$ cat config.mk
export PLATFORM = sky130hd
export DESIGN_NAME = utf16_to_utf8_transcoder_unit
export DESIGN_NICKNAME = d
export VERILOG_FILES = /design/src/design/u16u8_pkg.sv /design/src/design/u16u8_front.sv /design/src/design/u16u8_fifo.sv /design/src/design/u16u8_back.sv /design/src/design/utf16_to_utf8_transcoder_unit.sv
export VERILOG_INCLUDE_DIRS = /design/src /design/src/design
export SDC_FILE = /design/constraint.sdc
export NUM_CORES = 1
export LEC_CHECK = 0
export BUFFER_PORTS_ARGS = -buffer_cell sky130_fd_sc_hd__buf_2
export CAP_MARGIN = 5
export CORE_MARGIN = 4
export CORE_UTILIZATION = 40
export DETAILED_ROUTE_END_ITERATION = 10
export PLACE_DENSITY = 0.59
export SLEW_MARGIN = 20
export SYNTH_ARGS = -nofsm -noshare
export SYNTH_HDL_FRONTEND = slang
export SYNTH_HIERARCHICAL = 1
export SYNTH_SLANG_ARGS = --single-unit
export TNS_END_PERCENT = 10
$ cat constraint.sdc
create_clock -name clk_i -period 13.6 [get_ports clk_i]
set_input_delay 2.72 -clock clk_i [delete_from_list [all_inputs] [get_ports clk_i]]
set_output_delay 2.72 -clock clk_i [all_outputs]
set_load 0.02 [all_outputs]
$ cat src/design/utf16_to_utf8_transcoder_unit_macros.svh
// ---------------------------------------------------------------------------
// UTF-16 to UTF-8 transcoder assertion macros
// Shared concurrent assertion forms for the transcoder unit.
// ---------------------------------------------------------------------------
`ifndef UTF16_TO_UTF8_TRANSCODER_UNIT_MACROS_SVH
`define UTF16_TO_UTF8_TRANSCODER_UNIT_MACROS_SVH

// same-cycle implication
`define U16U8_ASSERT_IMPL(lbl, clk, rstn, ante, cons) \
  lbl: assert property (@(posedge clk) disable iff (!rstn) (ante) |-> (cons)) \
    else $error("transcoder assertion failed");

// next-cycle implication
`define U16U8_ASSERT_NEXT(lbl, clk, rstn, ante, cons) \
  lbl: assert property (@(posedge clk) disable iff (!rstn) (ante) |=> (cons)) \
    else $error("transcoder assertion failed");

`endif

$ cat src/design/u16u8_pkg.sv
`timescale 1ns / 1ps
// ---------------------------------------------------------------------------
// UTF-16 to UTF-8 transcoder package
// Types, constants and the code point encoder shared by the transcoder.
// ---------------------------------------------------------------------------
package u16u8_pkg;

  localparam int unsigned MAX_BYTES  = 6;
  localparam int unsigned CNT_W      = 3;
  localparam int unsigned FIFO_DEPTH = 2;

  localparam logic [15:0] SURR_MASK = 16'hfc00;
  localparam logic [15:0] HIGH_TAG  = 16'hd800;
  localparam logic [15:0] LOW_TAG   = 16'hdc00;
  localparam logic [20:0] SUPP_BASE = 21'h10000;

  typedef enum logic [1:0] {
    MODE_UNIT    = 2'd0,
    MODE_BYTE_LE = 2'd1,
    MODE_BYTE_BE = 2'd2
  } mode_e;

  typedef struct packed {
    logic [3:0][7:0] bytes;
    logic [2:0]      num;
  } enc_t;

  typedef struct packed {
    logic [MAX_BYTES-1:0][7:0] bytes;
    logic [CNT_W-1:0]          num;
  } job_t;

  typedef struct packed {
    logic half_valid;
    logic held_valid;
  } front_stat_t;

  function automatic enc_t encode_cp(input logic [20:0] cp);
    enc_t e;
    e.bytes = '0;
    if (cp <= 21'h7f) begin
      e.bytes[0] = cp[7:0];
      e.num      = 3'd1;
    end else if (cp <= 21'h7ff) begin
      e.bytes[0] = {3'b110, cp[10:6]};
      e.bytes[1] = {2'b10, cp[5:0]};
      e.num      = 3'd2;
    end else if (cp <= 21'hffff) begin
      e.bytes[0] = {4'b1110, cp[15:12]};
      e.bytes[1] = {2'b10, cp[11:6]};
      e.bytes[2] = {2'b10, cp[5:0]};
      e.num      = 3'd3;
    end else begin
      e.bytes[0] = {5'b11110, cp[20:18]};
      e.bytes[1] = {2'b10, cp[17:12]};
      e.bytes[2] = {2'b10, cp[11:6]};
      e.bytes[3] = {2'b10, cp[5:0]};
      e.num      = 3'd4;
    end
    return e;
  endfunction

endpackage

$ cat src/design/u16u8_front.sv
`timescale 1ns / 1ps
// ---------------------------------------------------------------------------
// Transcoder front end
// Pairs bytes into code units, tracks the held high surrogate and turns each
// word into at most one job of up to six UTF-8 bytes.
// ---------------------------------------------------------------------------
module u16u8_front (
  input  logic                      clk_i,
  input  logic                      rst_ni,
  input  logic                      cfg_we_i,
  input  logic [1:0]                cfg_wdata_i,
  input  logic                      in_valid_i,
  output logic                      in_ready_o,
  input  logic [15:0]               code_unit_i,
  input  logic                      eot_i,
  input  logic                      full_i,
  output logic                      push_o,
  output u16u8_pkg::job_t           job_o,
  output u16u8_pkg::front_stat_t    stat_o
);
  import u16u8_pkg::*;

  mode_e       mode_q;
  logic [7:0]  half_byte_q, half_byte_d;
  logic        half_valid_q, half_valid_d;
  logic [15:0] held_q, held_d;

  logic        accept, unit_go, is_high, is_low;
  logic [7:0]  b;
  logic [15:0] w, held_nxt;
  logic [20:0] cmb, e1cp, e2cp;
  logic        e1v, e2v;
  enc_t        enc1, enc2;

  assign in_ready_o = !full_i;
  assign accept     = in_valid_i && in_ready_o;

  always_comb begin
    b       = code_unit_i[7:0];
    unit_go = !(mode_q == MODE_BYTE_LE || mode_q == MODE_BYTE_BE) || half_valid_q;
    case (mode_q)
      MODE_BYTE_LE: w = {b, half_byte_q};
      MODE_BYTE_BE: w = {half_byte_q, b};
      default:      w = code_unit_i;
    endcase
    is_high = (w & SURR_MASK) == HIGH_TAG;
    is_low  = (w & SURR_MASK) == LOW_TAG;
    cmb     = {1'b0, held_q[9:0], w[9:0]} + SUPP_BASE;

    e1v      = 1'b0;
    e2v      = 1'b0;
    e1cp     = '0;
    e2cp     = '0;
    held_nxt = held_q;
    if (unit_go) begin
      if (held_q != '0) begin
        e1v = 1'b1;
        if (is_low) begin
          e1cp     = cmb;
          held_nxt = '0;
        end else begin
          e1cp = {5'b0, held_q};
          if (is_high) begin
            held_nxt = w;
          end else begin
            held_nxt = '0;
            e2v      = 1'b1;
            e2cp     = {5'b0, w};
          end
        end
      end else if (is_high) begin
        held_nxt = w;
      end else begin
        e1v  = 1'b1;
        e1cp = {5'b0, w};
      end
    end
    if (eot_i && held_nxt != '0) begin
      if (!e1v) begin
        e1v  = 1'b1;
        e1cp = {5'b0, held_nxt};
      end else begin
        e2v  = 1'b1;
        e2cp = {5'b0, held_nxt};
      end
      held_nxt = '0;
    end

    enc1 = encode_cp(e1cp);
    enc2 = encode_cp(e2cp);
    job_o.bytes[0] = enc1.bytes[0];
    job_o.bytes[1] = enc1.bytes[1];
    job_o.bytes[2] = enc1.bytes[2];
    job_o.bytes[3] = e2v ? enc2.bytes[0] : enc1.bytes[3];
    job_o.bytes[4] = enc2.bytes[1];
    job_o.bytes[5] = enc2.bytes[2];
    job_o.num      = e2v ? CNT_W'(3) + enc2.num : enc1.num;

    half_byte_d  = half_byte_q;
    half_valid_d = half_valid_q;
    held_d       = held_q;
    if (accept) begin
      held_d = held_nxt;
      if (unit_go) begin
        half_valid_d = 1'b0;
      end else begin
        half_byte_d  = b;
        half_valid_d = !eot_i;
      end
    end
  end

  assign push_o            = accept && e1v;
  assign stat_o.half_valid = half_valid_q;
  assign stat_o.held_valid = held_q != '0;

  always_ff @(posedge clk_i or negedge rst_ni) begin
    if (!rst_ni) begin
      mode_q       <= MODE_UNIT;
      half_byte_q  <= '0;
      half_valid_q <= 1'b0;
      held_q       <= '0;
    end else begin
      if (cfg_we_i) begin
        mode_q <= mode_e'(cfg_wdata_i);
      end
      half_byte_q  <= half_byte_d;
      half_valid_q <= half_valid_d;
      held_q       <= held_d;
    end
  end

endmodule

$ cat src/design/u16u8_fifo.sv
`timescale 1ns / 1ps
// ---------------------------------------------------------------------------
// Transcoder job queue
// Short first-in first-out queue of jobs between front and back end.
// ---------------------------------------------------------------------------
module u16u8_fifo #(
  parameter int unsigned Depth = u16u8_pkg::FIFO_DEPTH
) (
  input  logic            clk_i,
  input  logic            rst_ni,
  input  logic            push_i,
  input  u16u8_pkg::job_t wr_job_i,
  input  logic            pop_i,
  output u16u8_pkg::job_t rd_job_o,
  output logic            full_o,
  output logic            empty_o
);
  import u16u8_pkg::*;

  localparam int unsigned PtrW = (Depth > 1) ? $clog2(Depth) : 1;
  localparam int unsigned CntW = $clog2(Depth + 1);

  job_t            mem_q [Depth];
  logic [PtrW-1:0] wr_ptr_q, rd_ptr_q;
  logic [CntW-1:0] cnt_q;

  assign full_o   = cnt_q == CntW'(Depth);
  assign empty_o  = cnt_q == '0;
  assign rd_job_o = mem_q[rd_ptr_q];

  always_ff @(posedge clk_i) begin
    if (push_i) begin
      mem_q[wr_ptr_q] <= wr_job_i;
    end
  end

  always_ff @(posedge clk_i or negedge rst_ni) begin
    if (!rst_ni) begin
      wr_ptr_q <= '0;
      rd_ptr_q <= '0;
      cnt_q    <= '0;
    end else begin
      if (push_i) begin
        wr_ptr_q <= (wr_ptr_q == PtrW'(Depth - 1)) ? '0 : wr_ptr_q + PtrW'(1);
      end
      if (pop_i) begin
        rd_ptr_q <= (rd_ptr_q == PtrW'(Depth - 1)) ? '0 : rd_ptr_q + PtrW'(1);
      end
      if (push_i && !pop_i) begin
        cnt_q <= cnt_q + CntW'(1);
      end else if (pop_i && !push_i) begin
        cnt_q <= cnt_q - CntW'(1);
      end
    end
  end

endmodule

$ cat src/design/u16u8_back.sv
`timescale 1ns / 1ps
// ---------------------------------------------------------------------------
// Transcoder back end
// Sends a held job's bytes one per ready cycle, marking the final byte.
// ---------------------------------------------------------------------------
module u16u8_back (
  input  logic            clk_i,
  input  logic            rst_ni,
  input  u16u8_pkg::job_t job_i,
  input  logic            empty_i,
  output logic            pop_o,
  output logic            out_valid_o,
  input  logic            out_ready_i,
  output logic [7:0]      out_byte_o,
  output logic            out_last_o
);
  import u16u8_pkg::*;

  localparam int unsigned IdxW = $clog2(MAX_BYTES);

  job_t             job_q;
  logic             valid_q;
  logic [CNT_W-1:0] idx_q;
  logic             accept, load;

  assign out_valid_o = valid_q;
  assign out_byte_o  = job_q.bytes[idx_q[IdxW-1:0]];
  assign out_last_o  = idx_q == job_q.num - CNT_W'(1);
  assign accept      = valid_q && out_ready_i;
  assign load        = !valid_q || (accept && out_last_o);
  assign pop_o       = load && !empty_i;

  always_ff @(posedge clk_i) begin
    if (pop_o) begin
      job_q <= job_i;
    end
  end

  always_ff @(posedge clk_i or negedge rst_ni) begin
    if (!rst_ni) begin
      valid_q <= 1'b0;
      idx_q   <= '0;
    end else begin
      if (load) begin
        valid_q <= !empty_i;
        idx_q   <= '0;
      end else if (accept) begin
        idx_q <= idx_q + CNT_W'(1);
      end
    end
  end

endmodule

$ cat src/design/utf16_to_utf8_transcoder_unit.sv
`timescale 1ns / 1ps
// ---------------------------------------------------------------------------
// UTF-16 to UTF-8 transcoder unit
// Converts a stream of UTF-16 code units or byte pairs into UTF-8 bytes.
// ---------------------------------------------------------------------------
// Each input word is decoded by the front end in the cycle it is accepted
// and queued as a job of one to six bytes; the back end sends one output
// byte per cycle while m_axis_tready is high (none for a first byte of a
// pair or a stored high surrogate). The input takes a word every cycle while
// the job queue (FifoDepth jobs) has room, and a new job follows the last
// byte of the previous one with no gap if one is queued. tlast marks the
// final output byte caused by one input word. The user writes input_mode
// via cfg_we_i/cfg_wdata_i only while the stream idles (not enforced).
module utf16_to_utf8_transcoder_unit #(
  parameter int unsigned FifoDepth = u16u8_pkg::FIFO_DEPTH
) (
  input  logic        clk_i,
  input  logic        rst_ni,
  input  logic        cfg_we_i,
  input  logic [1:0]  cfg_wdata_i,     // input_mode
  input  logic        s_axis_tvalid,
  output logic        s_axis_tready,
  input  logic [15:0] s_axis_tdata,    // [15:0] code_unit
  input  logic        s_axis_tlast,
  output logic        m_axis_tvalid,
  input  logic        m_axis_tready,
  output logic [7:0]  m_axis_tdata,    // [7:0] out_byte
  output logic        m_axis_tlast
);
  import u16u8_pkg::*;

`include "utf16_to_utf8_transcoder_unit_macros.svh"

  job_t        push_job, pop_job;
  logic        push, pop, full, empty;
  front_stat_t fstat;
  logic        eot_accept, front_idle, job_len_ok;

  u16u8_front u_front (
    .clk_i       (clk_i),
    .rst_ni      (rst_ni),
    .cfg_we_i    (cfg_we_i),
    .cfg_wdata_i (cfg_wdata_i),
    .in_valid_i  (s_axis_tvalid),
    .in_ready_o  (s_axis_tready),
    .code_unit_i (s_axis_tdata),
    .eot_i       (s_axis_tlast),
    .full_i      (full),
    .push_o      (push),
    .job_o       (push_job),
    .stat_o      (fstat)
  );

  u16u8_fifo #(
    .Depth (FifoDepth)
  ) u_fifo (
    .clk_i    (clk_i),
    .rst_ni   (rst_ni),
    .push_i   (push),
    .wr_job_i (push_job),
    .pop_i    (pop),
    .rd_job_o (pop_job),
    .full_o   (full),
    .empty_o  (empty)
  );

  u16u8_back u_back (
    .clk_i       (clk_i),
    .rst_ni      (rst_ni),
    .job_i       (pop_job),
    .empty_i     (empty),
    .pop_o       (pop),
    .out_valid_o (m_axis_tvalid),
    .out_ready_i (m_axis_tready),
    .out_byte_o  (m_axis_tdata),
    .out_last_o  (m_axis_tlast)
  );

  assign eot_accept = s_axis_tvalid && s_axis_tready && s_axis_tlast;
  assign front_idle = !fstat.half_valid && !fstat.held_valid;
  assign job_len_ok = push_job.num != '0 && push_job.num <= CNT_W'(MAX_BYTES);

  `U16U8_ASSERT_NEXT(a_eot_flush, clk_i, rst_ni, eot_accept, front_idle)
  `U16U8_ASSERT_NEXT(a_back_refill, clk_i, rst_ni, !m_axis_tvalid && !empty, m_axis_tvalid)
  `U16U8_ASSERT_IMPL(a_job_len, clk_i, rst_ni, push, job_len_ok)

endmodule
== Word-level counts from Yosys, hierarchy flattened ==
Memories as Yosys holds them, arrays and structs flattened. A register that Yosys moved wholly into a read port is not among the register bits.
Cells that the tools add are included.

* Add/subtract/negate cells: 8
* Multiply operators: 0
* Div/mod/pow operators: 0
* Order comparisons: 7
* Eq/ne operators: 6
* Shift operators: 0
* Mux-type cells: 51
* Bitwise gates (word level): 1
* Reductions and logical operators: 24

{| class="wikitable"
|+ Operators by type and width
! operator !! count
|-
| two-way mux 21 bit || 10
|-
| two-way mux 16 bit || 9
|-
| two-way mux 25 bit || 2
|-
| <= comparator 21 x 11 -> 1 bit (second input constant) || 2
|-
| <= comparator 21 x 16 -> 1 bit (second input constant) || 2
|-
| <= comparator 21 x 7 -> 1 bit (second input constant) || 2
|-
| two-way mux 19 bit || 2
|-
| two-way mux 8 bit || 4
|-
| one-hot mux 16 bit (2 select lines) || 1
|-
| nonzero test 16 bit || 2
|-
| binary-select mux 8 bit (select 3 bit) || 1
|-
| two-way mux 24 bit || 1
|-
| two-way mux 11 bit || 2
|-
| adder 20 x 17 -> 21 bit (second input constant) || 1
|-
| two-way mux 1 bit || 14
|-
| equality test 6 bit (second input constant) || 2
|-
| two-way mux 3 bit || 3
|-
| logical AND 1 bit || 8
|-
| logical NOT 1 bit || 7
|-
| equality test 2 bit (second input constant) || 2
|-
| less-than comparator 3 x 4 -> 1 bit (second input constant) || 1
|-
| two-way mux 2 bit || 2
|-
| nonzero test 2 bit || 2
|-
| adder 2 x 3 -> 3 bit (first input constant) || 1
|-
| 11 further kinds || 14
|}

* Register bits after elaboration: 35
* Latch bits: 0
* Bits in writable memories: 102
* Bits in read-only memories: 0
* Input port bits: 24
* Output and inout port bits: 11
* Logic and storage cells: 107
* Memories: 1

{| class="wikitable"
|+ Memories
! name !! depth !! width !! rd ports !! clocked after memory_dff !! write ports !! RTL line !! source
|-
| u_fifo.mem_q || 2 || 51 || 1 || 1 || 1 || u16u8_fifo.sv:23 || <nowiki>job_t mem_q [Depth];</nowiki>
|}

== Longest topological paths before layout ==
* Word-level depth: 16
* Gate-level depth with buffers: 15
* Gate-level depth less buffers: 12

== By module ==
The synthesis kept the hierarchy.

{| class="wikitable"
|+ By module, submodules not included
! module !! times used !! cells each !! area each (um^2) !! seq. area each (um^2)
|-
| u16u8_fifo || 1 || 175 || 4119.0 || 3163.0
|-
| u16u8_front || 1 || 438 || 3338.2 || 675.6
|-
| u16u8_back || 1 || 124 || 2253.4 || 1631.6
|}

== Worst setup path before layout ==
OpenSTA, ideal clock, no wires.

* Path type: input -> register
* Start point: in m_axis_tready
* End point: reg u_fifo.cnt_q[1]
* Library setup time: 0.079 ns
* Data arrival time: 7.956 ns
* Data required time: 13.521 ns
* Slack: 5.565 ns
* Cell stages on the path: 8
* Path buffers: 1
* Cell sequence: clkbuf_1 -> nand2_1 -> o32ai_1 -> inv_1 -> ha_1 -> xor2_1 -> nor2_1 -> xor2_1

* Word-level cells in the longest chain between the ends: 7
* Elaborated cells on any way between the ends: 9
* Classes of those cells: mux: 1; reduce/logical: 8

{| class="wikitable"
|+ RTL lines
! item !! RTL line !! source
|-
| start: declaration || utf16_to_utf8_transcoder_unit.sv:26 || <nowiki>input logic m_axis_tready,</nowiki>
|-
| logical AND 1 bit * || u16u8_back.sv:29 || <nowiki>assign accept = valid_q && out_ready_i;</nowiki>
|-
| logical AND 1 bit * || u16u8_back.sv:30 || <nowiki>assign load = !valid_q || (accept && out_last_o);</nowiki>
|-
| logical OR 1 bit * || u16u8_back.sv:30 ||
|-
| logical AND 1 bit * || u16u8_back.sv:31 || <nowiki>assign pop_o = load && !empty_i;</nowiki>
|-
| named net pop || utf16_to_utf8_transcoder_unit.sv:35 || <nowiki>logic push, pop, full, empty;</nowiki>
|-
| logical NOT 1 bit || u16u8_fifo.sv:49 || <nowiki>if (push_i && !pop_i) begin</nowiki>
|-
| logical AND 1 bit || u16u8_fifo.sv:49 ||
|-
| two-way mux 2 bit or nonzero test 2 bit (tied branches) || -- ||
|-
| end signal: assignment || u16u8_fifo.sv:50 || <nowiki>cnt_q <= cnt_q + CntW'(1);</nowiki>
|-
| end signal: assignment || u16u8_fifo.sv:52 || <nowiki>cnt_q <= cnt_q - CntW'(1);</nowiki>
|-
| end: declaration || u16u8_fifo.sv:25 || <nowiki>logic [CntW-1:0] cnt_q;</nowiki>
|}

The timed path passes the listed nets; every way through them passes the cells marked *.
A chain may end at the register's enable or synchronous reset.

==> reports/qor.yml <==
status: "completed"
dp.cells: 1063
yosys_warnings: 6
gp_congestion: 0.994
coreArea_um2: 23700
vias: 6487
syn_to_final_growth_pct: 10.4
antenna_found_initial: 0
critPathMaxFanout: 25
multi_input_area_um2: 3870
cts_root_buf: "clkbuf_16"
grt-ovfl-total: 0
wire_per_inst_um: 22.6
slew_headroom_pct: 31.4
regArea_um2: 5470
ios: 35
cts.clk_slew.worst_paths_ns: 0.08
skew_ns: 0.0249
p_sw_share_pct: 36.9
max_slew.worst_pin.slew_ns: 1.03
hold_viol: 0
port_buffers: 34
drive_gt1_share_pct: 22.7
syn_area_um2: 9700
ir_drop_mv: 0.140
grt_max_degree: 54
clock_latency_ns: 0.44
drt_iter0_drc: 701
nets: 795
ant_nets: 0
die_h_um: 164
cts_hold_buf: 0
die_area_um2: 26800
start_util_pct: 41.0
vias_per_cell: 5.92
finalCriticalPeriod_ns: 6.02
required_ns: 13.76
grt_pass1_vias: 6425
drc: 0
worstHoldPathType: "reg2reg"
die_w_um: 164
diodes: 0
grtUsageTotal_pct: 18.9
comb_power_share_pct: 39.8
wirelength_um: 24700
p_sw_w: 0.000875
setup_tns_ns: 0
whs_ns: 0.509
rows: 56
grt_pass1_wl_um: 38500
end_kind: "flip-flop"
dp_hpwl_um: 17500
synth.avg_cell_area_um2: 13.2
htreeDepth: 4
p_clk_share_pct: 22.1
power_leakage_nw: 3.95
first_pass_iters: 6
start_kind: "input port"
postLayoutCoreUtil_pct: 45.3
cp.arrival_ns: 6.18
p_seq_share_pct: 38.2
numCtsBuffers: 17
maxCapViolCount: 0
rsz0062_at_grt: "no"
postSynthCellCount: 736
post_cts_buffers: 0
fmaxAchievable_ghz: 0.166
fillers: 2171
cts_tree: "done"
finalSetupViolations: 0
fin_crit_sh_pct: 44.3
drv_slew: 0
worst-setup-path-type: "in2reg"
cts_buffer_depth: 2
powerDensity_nw_per_um2: 221
cts.sinks: 188
total_power_w: 0.00237
post_cts_resized: 0
p_int_w: 0.00149
layout.cells.non_filler: 1095
==> metal layers <==
layer | GRT usage [%] | part of all wire [%] | vias to the layer above
li1 | - | - | 2927
met1 | 26.0 | 44 | 3237
met2 | 30.0 | 48 | 271
met3 | 3.44 | 5.5 | 52
met4 | 7.01 | 2.7 | 0
met5 | 0 | 0 | -
==> worst paths after layout <==
path	start	endpoint	slack (ns)	cells after the start
worst min-delay path	u_fifo/cnt_q[1]	u_fifo/cnt_q[1]	0.51	1
max in group asynchronous	rst_ni	u_fifo/rd_ptr_q	10.54	1
worst min register to register	u_fifo/cnt_q[1]	u_fifo/cnt_q[1]	0.51	1
worst max-delay path	s_axis_tdata[5]	u_fifo/mem_q[0][32]	7.58	6
min in group asynchronous	rst_ni	u_front/held_q[10]	2.40	1
worst max register to register	u_front/mode_q[0]	u_fifo/mem_q[0][8]	8.87	10
==> worst max-delay path, stage by stage <==
cell and delay (ns):
buf_2 0.12, a221oi_1 0.43, o211ai_2 0.29, nor3_1 0.88
nand3_1 1.00, o21ai_0 0.73
==> metrics by stage <==
step / instance area (um^2) / worst slack, ns
2_1_floorplan: 9710 / 5.56
3_3_place_gp: 10100 / 7.26
3_5_place_dp: 10100 / 7.25
4_1_cts: 10700 / 7.69
5_1_grt: 10700 / 7.30
6_report: 10700 / 7.58
==> flip-flops by register name (all words and copies together) (netlist names) <==
name and count:
u_fifo/cnt_q 2, u_back/out_valid_o 1, u_front/mode_q 2, u_fifo/rd_ptr_q 1
u_back/job_q 51, u_front/half_valid_q 1, u_back/idx_q 3, u_fifo/wr_ptr_q 1
u_front/held_q 16, u_front/half_byte_q 8, u_fifo/mem_q 102
==> cell usage in the layout, fill, tap and decap left out, types with 8 or more instances in the layout <==
master / count
buf_2: 34
o211ai_1: 11
mux2i_1: 11
and2_1: 8
a22o_1: 12
dfrtp_1: 34
nand2b_1: 8
ha_1: 8
buf_4: 11
clkbuf_16: 17
nand2_1: 64
mux2_4: 49
o22ai_1: 18
edfxtp_1: 153
a22oi_1: 16
or2_2: 8
mux2_2: 12
o21ai_0: 34
inv_1: 26
nor2_1: 35
nand3_1: 13
nor2b_1: 9
a21oi_1: 20
==> power by group through the flow <==
| stage | registers (W) | clock network [W] | logic, W |
|---|---|---|---|
| final | 0.000903 | 0.000522 | 0.000942 |
| after detailed placement | 0.000917 | 0 | 0.000940 |
| after global placement | 0.000909 | 0 | 0.000925 |
| after global routing | 0.000918 | 0.000561 | 0.00102 |
| after CTS | 0.000905 | 0.000537 | 0.000943 |
| after floorplan | 0.000897 | 0 | 0.000729 |
==> cell type report <==
class,count,area share [%]
repair buffers,45,2.36
well taps,319,3.72
multi-input cells,485,36.1
clock inverters,15,1.84
clock buffers,17,3.97
flip-flops and latches,188,51.1
inverters,26,0.911
Note: power is estimated with default switching activity, not from simulation.
